$ cat src/hw/rtl/npm_pkg.sv
// Shared types and constants for the nearest-point search block.
package npm_pkg;

    localparam int WPC_W          = 7;
    localparam int IDX_OUT_W      = 6;
    localparam int COORD_W        = 16;
    localparam int SHIFT          = 6;
    localparam int COARSE_W       = COORD_W - SHIFT;
    localparam int DIFF_W         = COORD_W + 1;
    localparam int ABS_W          = COORD_W;
    localparam int DIST_W         = 17;
    localparam int DIST_MAX       = 3 * ((1 << (COORD_W - 1)) + (1 << (COARSE_W - 1)) - 1);
    localparam int MAX_POINTS_DEF = 64;

    localparam int IN_DATA_W      = 56;
    localparam int IN_USER_W      = 1;
    localparam int OUT_DATA_W     = 24;
    localparam int OUT_USER_W     = 1;
    localparam int APB_ADDR_W     = 3;
    localparam int APB_DATA_W     = 32;

    localparam logic REG_WAYPOINT_COUNT = 1'b0;

    typedef enum logic {
        CMD_LOAD  = 1'b0,
        CMD_QUERY = 1'b1
    } t_cmd;

    typedef struct packed {
        logic signed [COORD_W-1:0] z;
        logic signed [COORD_W-1:0] y;
        logic signed [COORD_W-1:0] x;
    } t_point;

    typedef struct packed {
        logic signed [COARSE_W-1:0] z;
        logic signed [COARSE_W-1:0] y;
        logic signed [COARSE_W-1:0] x;
    } t_query;

    typedef struct packed {
        logic valid;
        logic first;
        logic last;
    } t_scan_ctl;

endpackage

$ cat src/hw/rtl/npm_store.sv
// Point table: one write port, one registered read port with control alongside.
module npm_store #(
    parameter int DEPTH = npm_pkg::MAX_POINTS_DEF,
    parameter int IDX_W = (DEPTH > 1) ? $clog2(DEPTH) : 1
) (
    input  logic               i_clk,
    input  logic               i_rst_n,
    input  logic               i_wr_en,
    input  logic [IDX_W-1:0]   i_wr_addr,
    input  npm_pkg::t_point    i_wr_data,
    input  npm_pkg::t_scan_ctl i_rd_ctl,
    input  logic [IDX_W-1:0]   i_rd_addr,
    output npm_pkg::t_point    o_rd_data,
    output npm_pkg::t_scan_ctl o_rd_ctl
);

    npm_pkg::t_point    r_mem [DEPTH];
    npm_pkg::t_point    r_rd_data;
    npm_pkg::t_scan_ctl r_rd_ctl;

    always_ff @(posedge i_clk) begin
        if (i_wr_en) begin
            r_mem[i_wr_addr] <= i_wr_data;
        end
        if (i_rd_ctl.valid) begin
            r_rd_data <= r_mem[i_rd_addr];
        end
    end

    always_ff @(posedge i_clk) begin
        if (!i_rst_n) begin
            r_rd_ctl <= '0;
        end else begin
            r_rd_ctl <= i_rd_ctl;
        end
    end

    assign o_rd_data = r_rd_data;
    assign o_rd_ctl  = r_rd_ctl;

endmodule

$ cat src/hw/rtl/npm_dist_unit.sv
// Shared distance unit: absolute differences, then sum and running minimum.
module npm_dist_unit #(
    parameter int IDX_W = 6
) (
    input  logic                        i_clk,
    input  logic                        i_rst_n,
    input  npm_pkg::t_query             i_query,
    input  npm_pkg::t_point             i_point,
    input  npm_pkg::t_scan_ctl          i_ctl,
    output logic                        o_done,
    output logic [npm_pkg::DIST_W-1:0]  o_best,
    output logic [IDX_W-1:0]            o_best_idx
);

    logic signed [npm_pkg::DIFF_W-1:0] dx, dy, dz;
    logic signed [npm_pkg::DIFF_W-1:0] nx, ny, nz;
    logic [npm_pkg::ABS_W-1:0]         ax, ay, az;
    logic [npm_pkg::DIST_W-1:0]        sum;
    logic [IDX_W-1:0]                  cur_idx;

    logic [npm_pkg::ABS_W-1:0]  r_ax, r_ay, r_az;
    npm_pkg::t_scan_ctl         r_ctl;
    logic [IDX_W-1:0]           r_idx;
    logic [npm_pkg::DIST_W-1:0] r_best;
    logic [IDX_W-1:0]           r_best_idx;
    logic                       r_done;

    always_comb begin
        dx = npm_pkg::DIFF_W'(i_point.x) - npm_pkg::DIFF_W'(i_query.x);
        dy = npm_pkg::DIFF_W'(i_point.y) - npm_pkg::DIFF_W'(i_query.y);
        dz = npm_pkg::DIFF_W'(i_point.z) - npm_pkg::DIFF_W'(i_query.z);
        nx = -dx;
        ny = -dy;
        nz = -dz;
        ax = dx[npm_pkg::DIFF_W-1] ? nx[npm_pkg::ABS_W-1:0] : dx[npm_pkg::ABS_W-1:0];
        ay = dy[npm_pkg::DIFF_W-1] ? ny[npm_pkg::ABS_W-1:0] : dy[npm_pkg::ABS_W-1:0];
        az = dz[npm_pkg::DIFF_W-1] ? nz[npm_pkg::ABS_W-1:0] : dz[npm_pkg::ABS_W-1:0];
    end

    assign sum = npm_pkg::DIST_W'(r_ax) + npm_pkg::DIST_W'(r_ay) + npm_pkg::DIST_W'(r_az);
    assign cur_idx = r_ctl.first ? '0 : r_idx;

    always_ff @(posedge i_clk) begin
        r_ax <= ax;
        r_ay <= ay;
        r_az <= az;
        if (r_ctl.valid) begin
            r_idx <= cur_idx + IDX_W'(1);
            if (r_ctl.first || (sum < r_best)) begin
                r_best     <= sum;
                r_best_idx <= cur_idx;
            end
        end
    end

    always_ff @(posedge i_clk) begin
        if (!i_rst_n) begin
            r_ctl  <= '0;
            r_done <= 1'b0;
        end else begin
            r_ctl  <= i_ctl;
            r_done <= r_ctl.valid && r_ctl.last;
        end
    end

    assign o_done     = r_done;
    assign o_best     = r_best;
    assign o_best_idx = r_best_idx;

endmodule

$ cat src/hw/rtl/nearest_point_manhattan.sv
// Top level: nearest stored point to a query by Manhattan distance.
//
//   channel   direction  transfer when                  contents
//   s_axis    in         tvalid & tready                load entry or query
//   m_axis    out        tvalid & tready                nearest index, distance, found
//   apb       in/out     psel & penable & pwrite        waypoint_count at address 0
//
// A load is written to the table as it is accepted. A query walks the table one entry per cycle,
// n = min(waypoint_count, MAX_POINTS) entries, through the table read port and the shared
// distance unit; an empty search skips the walk and goes straight to the output register.
// Reset is synchronous and clears control only; the table holds garbage until loaded.
// A query result waits in the output register; tready stays low until the result is placed there.
module nearest_point_manhattan #(
    parameter int MAX_POINTS = npm_pkg::MAX_POINTS_DEF
) (
    input  logic                            i_clk,
    input  logic                            i_rst_n,
    input  logic                            i_s_axis_tvalid,
    output logic                            o_s_axis_tready,
    // entry_index[5:0], pos_x[21:6], pos_y[37:22], pos_z[53:38], zero[55:54]
    input  logic [npm_pkg::IN_DATA_W-1:0]   i_s_axis_tdata,
    // command[0]
    input  logic [npm_pkg::IN_USER_W-1:0]   i_s_axis_tuser,
    output logic                            o_m_axis_tvalid,
    input  logic                            i_m_axis_tready,
    // nearest_index[5:0], best_distance[22:6], zero[23]
    output logic [npm_pkg::OUT_DATA_W-1:0]  o_m_axis_tdata,
    // found[0]
    output logic [npm_pkg::OUT_USER_W-1:0]  o_m_axis_tuser,
    input  logic                            i_psel,
    input  logic                            i_penable,
    input  logic                            i_pwrite,
    input  logic [npm_pkg::APB_ADDR_W-1:0]  i_paddr,
    input  logic [npm_pkg::APB_DATA_W-1:0]  i_pwdata,
    output logic [npm_pkg::APB_DATA_W-1:0]  o_prdata,
    output logic                            o_pready
);

    localparam int IDX_W = (MAX_POINTS > 1) ? $clog2(MAX_POINTS) : 1;
    localparam int CNT_W = $clog2(MAX_POINTS + 1);
    localparam int CMP_W = (CNT_W > npm_pkg::WPC_W) ? CNT_W : npm_pkg::WPC_W;

    typedef enum logic [1:0] {
        S_IDLE,
        S_SCAN,
        S_DRAIN,
        S_OUT
    } t_state;

    t_state                          r_state;
    logic [npm_pkg::WPC_W-1:0]       r_wpc;
    npm_pkg::t_query                 r_query;
    logic [IDX_W-1:0]                r_addr;
    logic [IDX_W-1:0]                r_last;
    logic                            r_empty;
    logic                            r_out_valid;
    logic [npm_pkg::IDX_OUT_W-1:0]   r_out_idx;
    logic [npm_pkg::DIST_W-1:0]      r_out_dist;
    logic                            r_out_found;

    npm_pkg::t_cmd                   in_cmd;
    logic [npm_pkg::IDX_OUT_W-1:0]   in_idx;
    npm_pkg::t_point                 in_point;
    npm_pkg::t_query                 in_query;
    logic                            in_xfer;
    logic                            out_xfer;
    logic                            cfg_wr;
    logic                            cfg_idx;
    logic [CMP_W-1:0]                wpc_ext;
    logic [CMP_W-1:0]                n_sat;
    logic [CMP_W-1:0]                n_last;
    logic                            wr_en;
    npm_pkg::t_scan_ctl              rd_ctl;
    npm_pkg::t_point                 mem_data;
    npm_pkg::t_scan_ctl              mem_ctl;
    logic                            dist_done;
    logic [npm_pkg::DIST_W-1:0]      dist_best;
    logic [IDX_W-1:0]                dist_best_idx;

    assign in_cmd     = npm_pkg::t_cmd'(i_s_axis_tuser[0]);
    assign in_idx     = i_s_axis_tdata[5:0];
    assign in_point.x = i_s_axis_tdata[21:6];
    assign in_point.y = i_s_axis_tdata[37:22];
    assign in_point.z = i_s_axis_tdata[53:38];
    assign in_query.x = in_point.x[npm_pkg::COORD_W-1:npm_pkg::SHIFT];
    assign in_query.y = in_point.y[npm_pkg::COORD_W-1:npm_pkg::SHIFT];
    assign in_query.z = in_point.z[npm_pkg::COORD_W-1:npm_pkg::SHIFT];

    assign o_s_axis_tready = (r_state == S_IDLE);
    assign in_xfer  = i_s_axis_tvalid && o_s_axis_tready;
    assign out_xfer = r_out_valid && i_m_axis_tready;

    assign wpc_ext = CMP_W'(r_wpc);
    assign n_sat   = (wpc_ext > CMP_W'(MAX_POINTS)) ? CMP_W'(MAX_POINTS) : wpc_ext;
    assign n_last  = n_sat - CMP_W'(1);

    assign wr_en = in_xfer && (in_cmd == npm_pkg::CMD_LOAD)
                && (CMP_W'(in_idx) < CMP_W'(MAX_POINTS));

    assign rd_ctl.valid = (r_state == S_SCAN);
    assign rd_ctl.first = (r_addr == '0);
    assign rd_ctl.last  = (r_addr == r_last);

    // APB register access
    assign o_pready = 1'b1;
    assign cfg_idx  = i_paddr[2];
    assign cfg_wr   = i_psel && i_penable && i_pwrite && o_pready;

    always_comb begin
        o_prdata = '0;
        unique case (cfg_idx)
            npm_pkg::REG_WAYPOINT_COUNT: o_prdata = npm_pkg::APB_DATA_W'(r_wpc);
            default:                     o_prdata = '0;
        endcase
    end

    always_ff @(posedge i_clk) begin
        if (!i_rst_n) begin
            r_wpc <= '0;
        end else if (cfg_wr) begin
            unique case (cfg_idx)
                npm_pkg::REG_WAYPOINT_COUNT: r_wpc <= i_pwdata[npm_pkg::WPC_W-1:0];
                default: ;
            endcase
        end
    end

    npm_store #(
        .DEPTH (MAX_POINTS),
        .IDX_W (IDX_W)
    ) u_store (
        .i_clk     (i_clk),
        .i_rst_n   (i_rst_n),
        .i_wr_en   (wr_en),
        .i_wr_addr (IDX_W'(in_idx)),
        .i_wr_data (in_point),
        .i_rd_ctl  (rd_ctl),
        .i_rd_addr (r_addr),
        .o_rd_data (mem_data),
        .o_rd_ctl  (mem_ctl)
    );

    npm_dist_unit #(
        .IDX_W (IDX_W)
    ) u_dist (
        .i_clk      (i_clk),
        .i_rst_n    (i_rst_n),
        .i_query    (r_query),
        .i_point    (mem_data),
        .i_ctl      (mem_ctl),
        .o_done     (dist_done),
        .o_best     (dist_best),
        .o_best_idx (dist_best_idx)
    );

    // Sequencer and output register
    always_ff @(posedge i_clk) begin
        if (!i_rst_n) begin
            r_state     <= S_IDLE;
            r_out_valid <= 1'b0;
            r_empty     <= 1'b0;
            r_addr      <= '0;
            r_last      <= '0;
        end else begin
            if (out_xfer && (r_state != S_OUT)) begin
                r_out_valid <= 1'b0;
            end
            unique case (r_state)
                S_IDLE: begin
                    if (in_xfer && (in_cmd == npm_pkg::CMD_QUERY)) begin
                        r_query <= in_query;
                        r_addr  <= '0;
                        r_last  <= IDX_W'(n_last);
                        r_empty <= (n_sat == '0);
                        r_state <= (n_sat == '0) ? S_OUT : S_SCAN;
                    end
                end
                S_SCAN: begin
                    r_addr <= r_addr + IDX_W'(1);
                    if (rd_ctl.last) begin
                        r_state <= S_DRAIN;
                    end
                end
                S_DRAIN: begin
                    if (dist_done) begin
                        r_state <= S_OUT;
                    end
                end
                S_OUT: begin
                    if (!r_out_valid || i_m_axis_tready) begin
                        r_out_valid <= 1'b1;
                        r_out_found <= !r_empty;
                        r_out_idx   <= r_empty ? '0 : npm_pkg::IDX_OUT_W'(dist_best_idx);
                        r_out_dist  <= r_empty ? '0 : dist_best;
                        r_state     <= S_IDLE;
                    end
                end
                default: r_state <= S_IDLE;
            endcase
        end
    end

    assign o_m_axis_tvalid = r_out_valid;
    assign o_m_axis_tdata  = {1'b0, r_out_dist, r_out_idx};
    assign o_m_axis_tuser  = r_out_found;

    a_empty_zero: assert property (@(posedge i_clk) disable iff (!i_rst_n)
        (r_out_valid && !r_out_found) |-> (r_out_idx == '0 && r_out_dist == '0))
        else $error("empty search result carries nonzero fields");

    a_done_in_drain: assert property (@(posedge i_clk) disable iff (!i_rst_n)
        dist_done |-> (r_state == S_DRAIN))
        else $error("distance unit finished outside drain");

    a_addr_bound: assert property (@(posedge i_clk) disable iff (!i_rst_n)
        (r_state == S_SCAN) |-> (r_addr <= r_last))
        else $error("scan address beyond last entry");

    a_dist_range: assert property (@(posedge i_clk) disable iff (!i_rst_n)
        r_out_valid |-> (r_out_dist <= npm_pkg::DIST_W'(npm_pkg::DIST_MAX)))
        else $error("distance above largest possible sum");

endmodule

$ cat config.mk
export PLATFORM = sky130hd
export DESIGN_NAME = nearest_point_manhattan
export DESIGN_NICKNAME = d
export VERILOG_FILES = /design/src/hw/rtl/npm_pkg.sv /design/src/hw/rtl/npm_store.sv /design/src/hw/rtl/npm_dist_unit.sv /design/src/hw/rtl/nearest_point_manhattan.sv
export SDC_FILE = /design/constraint.sdc
export NUM_CORES = 2
export LEC_CHECK = 0
export BUFFER_PORTS_ARGS = -buffer_cell sky130_fd_sc_hd__buf_2
export CAP_MARGIN = 20
export CELL_PAD_IN_SITES_DETAIL_PLACEMENT = 1
export CELL_PAD_IN_SITES_GLOBAL_PLACEMENT = 2
export CORE_AREA = 2 2 600 483
export CTS_BUF_LIST = sky130_fd_sc_hd__clkbuf_8 sky130_fd_sc_hd__clkbuf_16
export DETAILED_ROUTE_END_ITERATION = 6
export DIE_AREA = 0 0 602 485
export PLACE_DENSITY_LB_ADDON = 0.1
export SKIP_CTS_REPAIR_TIMING = 1
export SLEW_MARGIN = 20
export SYNTH_ARGS = -nofsm -noshare
export SYNTH_HDL_FRONTEND = slang
export SYNTH_SLANG_ARGS = --single-unit
$ cat constraint.sdc
create_clock -name i_clk -period 6.6 [get_ports i_clk]
set_input_delay 0 -clock i_clk [delete_from_list [all_inputs] [get_ports i_clk]]
set_output_delay 0 -clock i_clk [all_outputs]
set_load 0.01 [all_outputs]
==> impl_metrics.csv <==
group,metric,value,unit
logic_synthesis,ys_seq_area_share,76.37,%
timing,layout_min_cycle_time,5.269,ns
power,powerDensity,345.1,nW/um^2
power,pwr-share-comb,16.0,%
timing,fin_crit_sh,79.84,%
grt,grt_pass1_wl,510200,um
status,status,"finished clean",
power,sequentialPowerShare,46.9,%
power,p_switching,12.75,mW
logic_synthesis,syn-instance-count,5576,
worst_setup_path,critPathKind,"register to register",
grt,antenna_found_initial,34,
die,fp-row-count,176,
logic_synthesis,yosys-top-cells-area,"edfxtp_1 (75%), mux4_2 (17%), dfxtp_1 (1.2%)",
worst_setup_path,crit_chain,"fa_1 -> ha_1 -> fa_1 -> a21o_1 -> a21oi_1 -> o21bai_1 -> a21oi_1 -> o21bai_1 -> a211o_1 -> a2111oi_0 -> or3_1 -> o311ai_0 -> ha_1 -> a21o_1 -> a21oi_1 -> o211ai_1 -> a31oi_2 -> buf_4",
timing,hold_viol_final,0,
run,maxCapViolCount,0,
logic_synthesis,ys_seq_elements,3281,
timing,timing.slew.headroom,23.06,%
clock_network,cts_tree,"built",
placement,placedCellCount,9441,
logic_synthesis,synth_edf_count,3203,
placement,portBuffers,102,
clock_network,clk_pin_slew_worst_paths,0.06,ns
placement,place.gp.congestion,0.7727,
worst_setup_path,cpPeakStageDelay,0.61,ns
power,vdd_ir_drop_max,0.2714,mV
drt,drc,0,
clock_network,cts_sinks,3281,
worst_setup_path,cp_num_buf_inv,1,
timing,tns,0,ns
clock_network,htreeDepth,5,
grt,gr-total-overflow,0,
die,dieArea,292000,um^2
logic_synthesis,synth.most_common_cell,"edfxtp_1",
min_path,min_path_type,"primary input to register",
finish,area_growth_syn_to_layout,14.43,%
drt,ant_nets,0,
logic_synthesis,synthTopCellsByCount,"edfxtp_1 (3203), mux4_2 (990), clkbuf_1 (201)",
timing,fin_skew,0.06379,ns
clock_network,clockBufferDepth,4,
drt,detail_route.wl_per_cell,36.15,um
grt,grt_max_degree,98,
power,swShare,25.23,%
power,pwr-share-clk,37.1,%
timing,worst_pin_slew,1.151,ns
power,cellLeakagePower,45.01,nW
worst_setup_path,cp-start-kind,"register",
clock_network,cts_buffers,338,
drt,vias,61440,
clock_network,clkLatencyLatePin,0.89,ns
logic_synthesis,async_flop_share,0,%
placement,dpl.hpwl,205700,um
die,fp.dieW,602,um
logic_synthesis,synth_flop_cell,"edfxtp_1",
timing,rsz0062_at_grt,"false",
logic_synthesis,netlist_area,128000,um^2
power,p_int,37.79,mW
timing,slew_violations,0,
drt,first_pass_iters,6,
logic_synthesis,synth_top_area_cell,"edfxtp_1",
die,die_h,485,um
worst_setup_path,slowest_stage,"a2111oi_0",
finish,fin_nets,6240,
timing,finalSetupViolCount,0,
worst_setup_path,required,7.11,ns
grt,grtUsageTotal,25.15,%
worst_setup_path,crit_fanout,23,
clock_network,cts_root_buf,"clkbuf_16",
finish,drive_above_1_share,29.17,%
die,start_util,44.74,%
timing,max_freq,189.8,MHz
logic_synthesis,synth_top_area_share,75.15,%
die,io_pins,159,
finish,fillers,24610,
worst_setup_path,crit_family,"compound AO/OA/AOI/OAI gates",
grt,grt_pass1_vias,62750,
drt,drt_iter0_markers,7671,
die,core,286100,um^2
logic_synthesis,yosys.cell_types.count,74,
finish,finalNonFillerCells,10120,
worst_setup_path,end_kind,"register",
drt,drt-total-wl,365900,um
drt,viasPerCell,6.069,
logic_synthesis,yosys_warnings,0,
logic_synthesis,syn_area_per_cell,22.95,um^2
worst_setup_path,worstPathArrival,5.78,ns
worst_setup_path,cp_common_cell,"a21oi_1",
## placed cells by master, fill, tap and decap left out, drive strengths merged, types with 11 or more instances in the layout
master	synthesis	routed
edfxtp	3203	3203
mux4	990	990
clkbuf	201	349
buf	88	303
inv	90	174
nor2	164	164
clkinv	0	127
nand2	93	93
ha	90	90
dfxtp	78	78
dlygate4sd3	0	76
xnor2	65	65
nor2b	54	54
a21oi	51	51
o21ai	43	43
xor2	34	34
bufinv	0	32
a31oi	32	32
a211oi	28	28
conb	2	27
nor3	24	24
fa	20	20
nand3	16	16
o21a	14	14
and2	13	13
nand2b	12	12
and3	12	12
or3	11	11
## stage by stage
step | hold slack (ns) | area [um^2] | worst slack, ns | util, % | total power, mW
floorplan | 0.04641 | 128100 | 1.023 | - | 29.62
global placement | 0.2359 | 134900 | 1.141 | 47.16 | 32.27
detailed placement | 0.2400 | 134900 | 1.307 | 47.18 | 32.33
CTS | -0.6660 | 145600 | 1.269 | 50.91 | 51.01
global route | 0.08193 | 146500 | 0.9447 | 51.20 | 52.52
finish | 0.07122 | 146500 | 1.331 | 51.20 | 50.55
## final timing paths
path,startpoint,endpoint,slack [ns],depth (start not counted)
worst min register to register,u_store.o_rd_ctl[0],u_dist.r_ctl[0],0.43,1
worst max register to register,u_dist.r_az[1],u_dist.o_best[0],1.33,18
worst min-delay path,i_s_axis_tdata[11],u_store.r_mem[28][5],0.07,2
worst max-delay path,u_dist.r_az[1],u_dist.o_best[0],1.33,18
## cell families after synthesis
family | share of synthesized area [%]
AOI/OAI and AO/OA | 1.384
other | 0.005868
buffers and inverters | 1.193
adders and majority gates | 1.193
DFF | 76.37
xor gates and xnor gates | 0.6775
and+or+nand+nor | 1.688
muxes | 17.49
## cell type report
type	instances	area (um^2)	area share, %
Clock buffer	349	8700	5.940
Tap cell	3827	4788	3.269
Inverter	90	337.8	0.2307
Clock inverter	251	1978	1.351
Multi-Input combinational cell	1941	29340	20.03
Sequential cell	3281	97770	66.75
Timing Repair Buffer	379	3546	2.421
Antenna cell	5	12.51	0.008543
## flip-flops by register name, summed over array words and instances, names as in the netlist, 7 cells and up
name               cells
u_dist.r_ay           16
r_query               30
u_dist.r_az           16
u_store.r_mem       3072
r_out_dist            17
r_wpc                  7
u_store.o_rd_data     48
u_dist.r_ax           16
u_dist.o_best         17
## routing by layer
metal	track usage (%)	vias to the layer above	wire length (um)
met5	0	-	26
met4	4.888	4	6988
met3	4.057	434	27340
met2	39.06	2381	170900
met1	38.03	34050	160600
li1	-	24560	-
## power by group through the flow
| stage | sequential (mW) | clock [mW] | combinational [mW] |
|---|---|---|---|
| final | 23.7 | 18.8 | 8.10 |
| after detailed placement | 24.2 | 0 | 8.18 |
| after CTS | 23.7 | 19.1 | 8.21 |
| after global routing | 23.7 | 19.8 | 8.98 |
| after global placement | 24.1 | 0 | 8.13 |
| after floorplan | 24.0 | 0 | 5.61 |
Note: power is estimated with default switching activity, not from simulation.
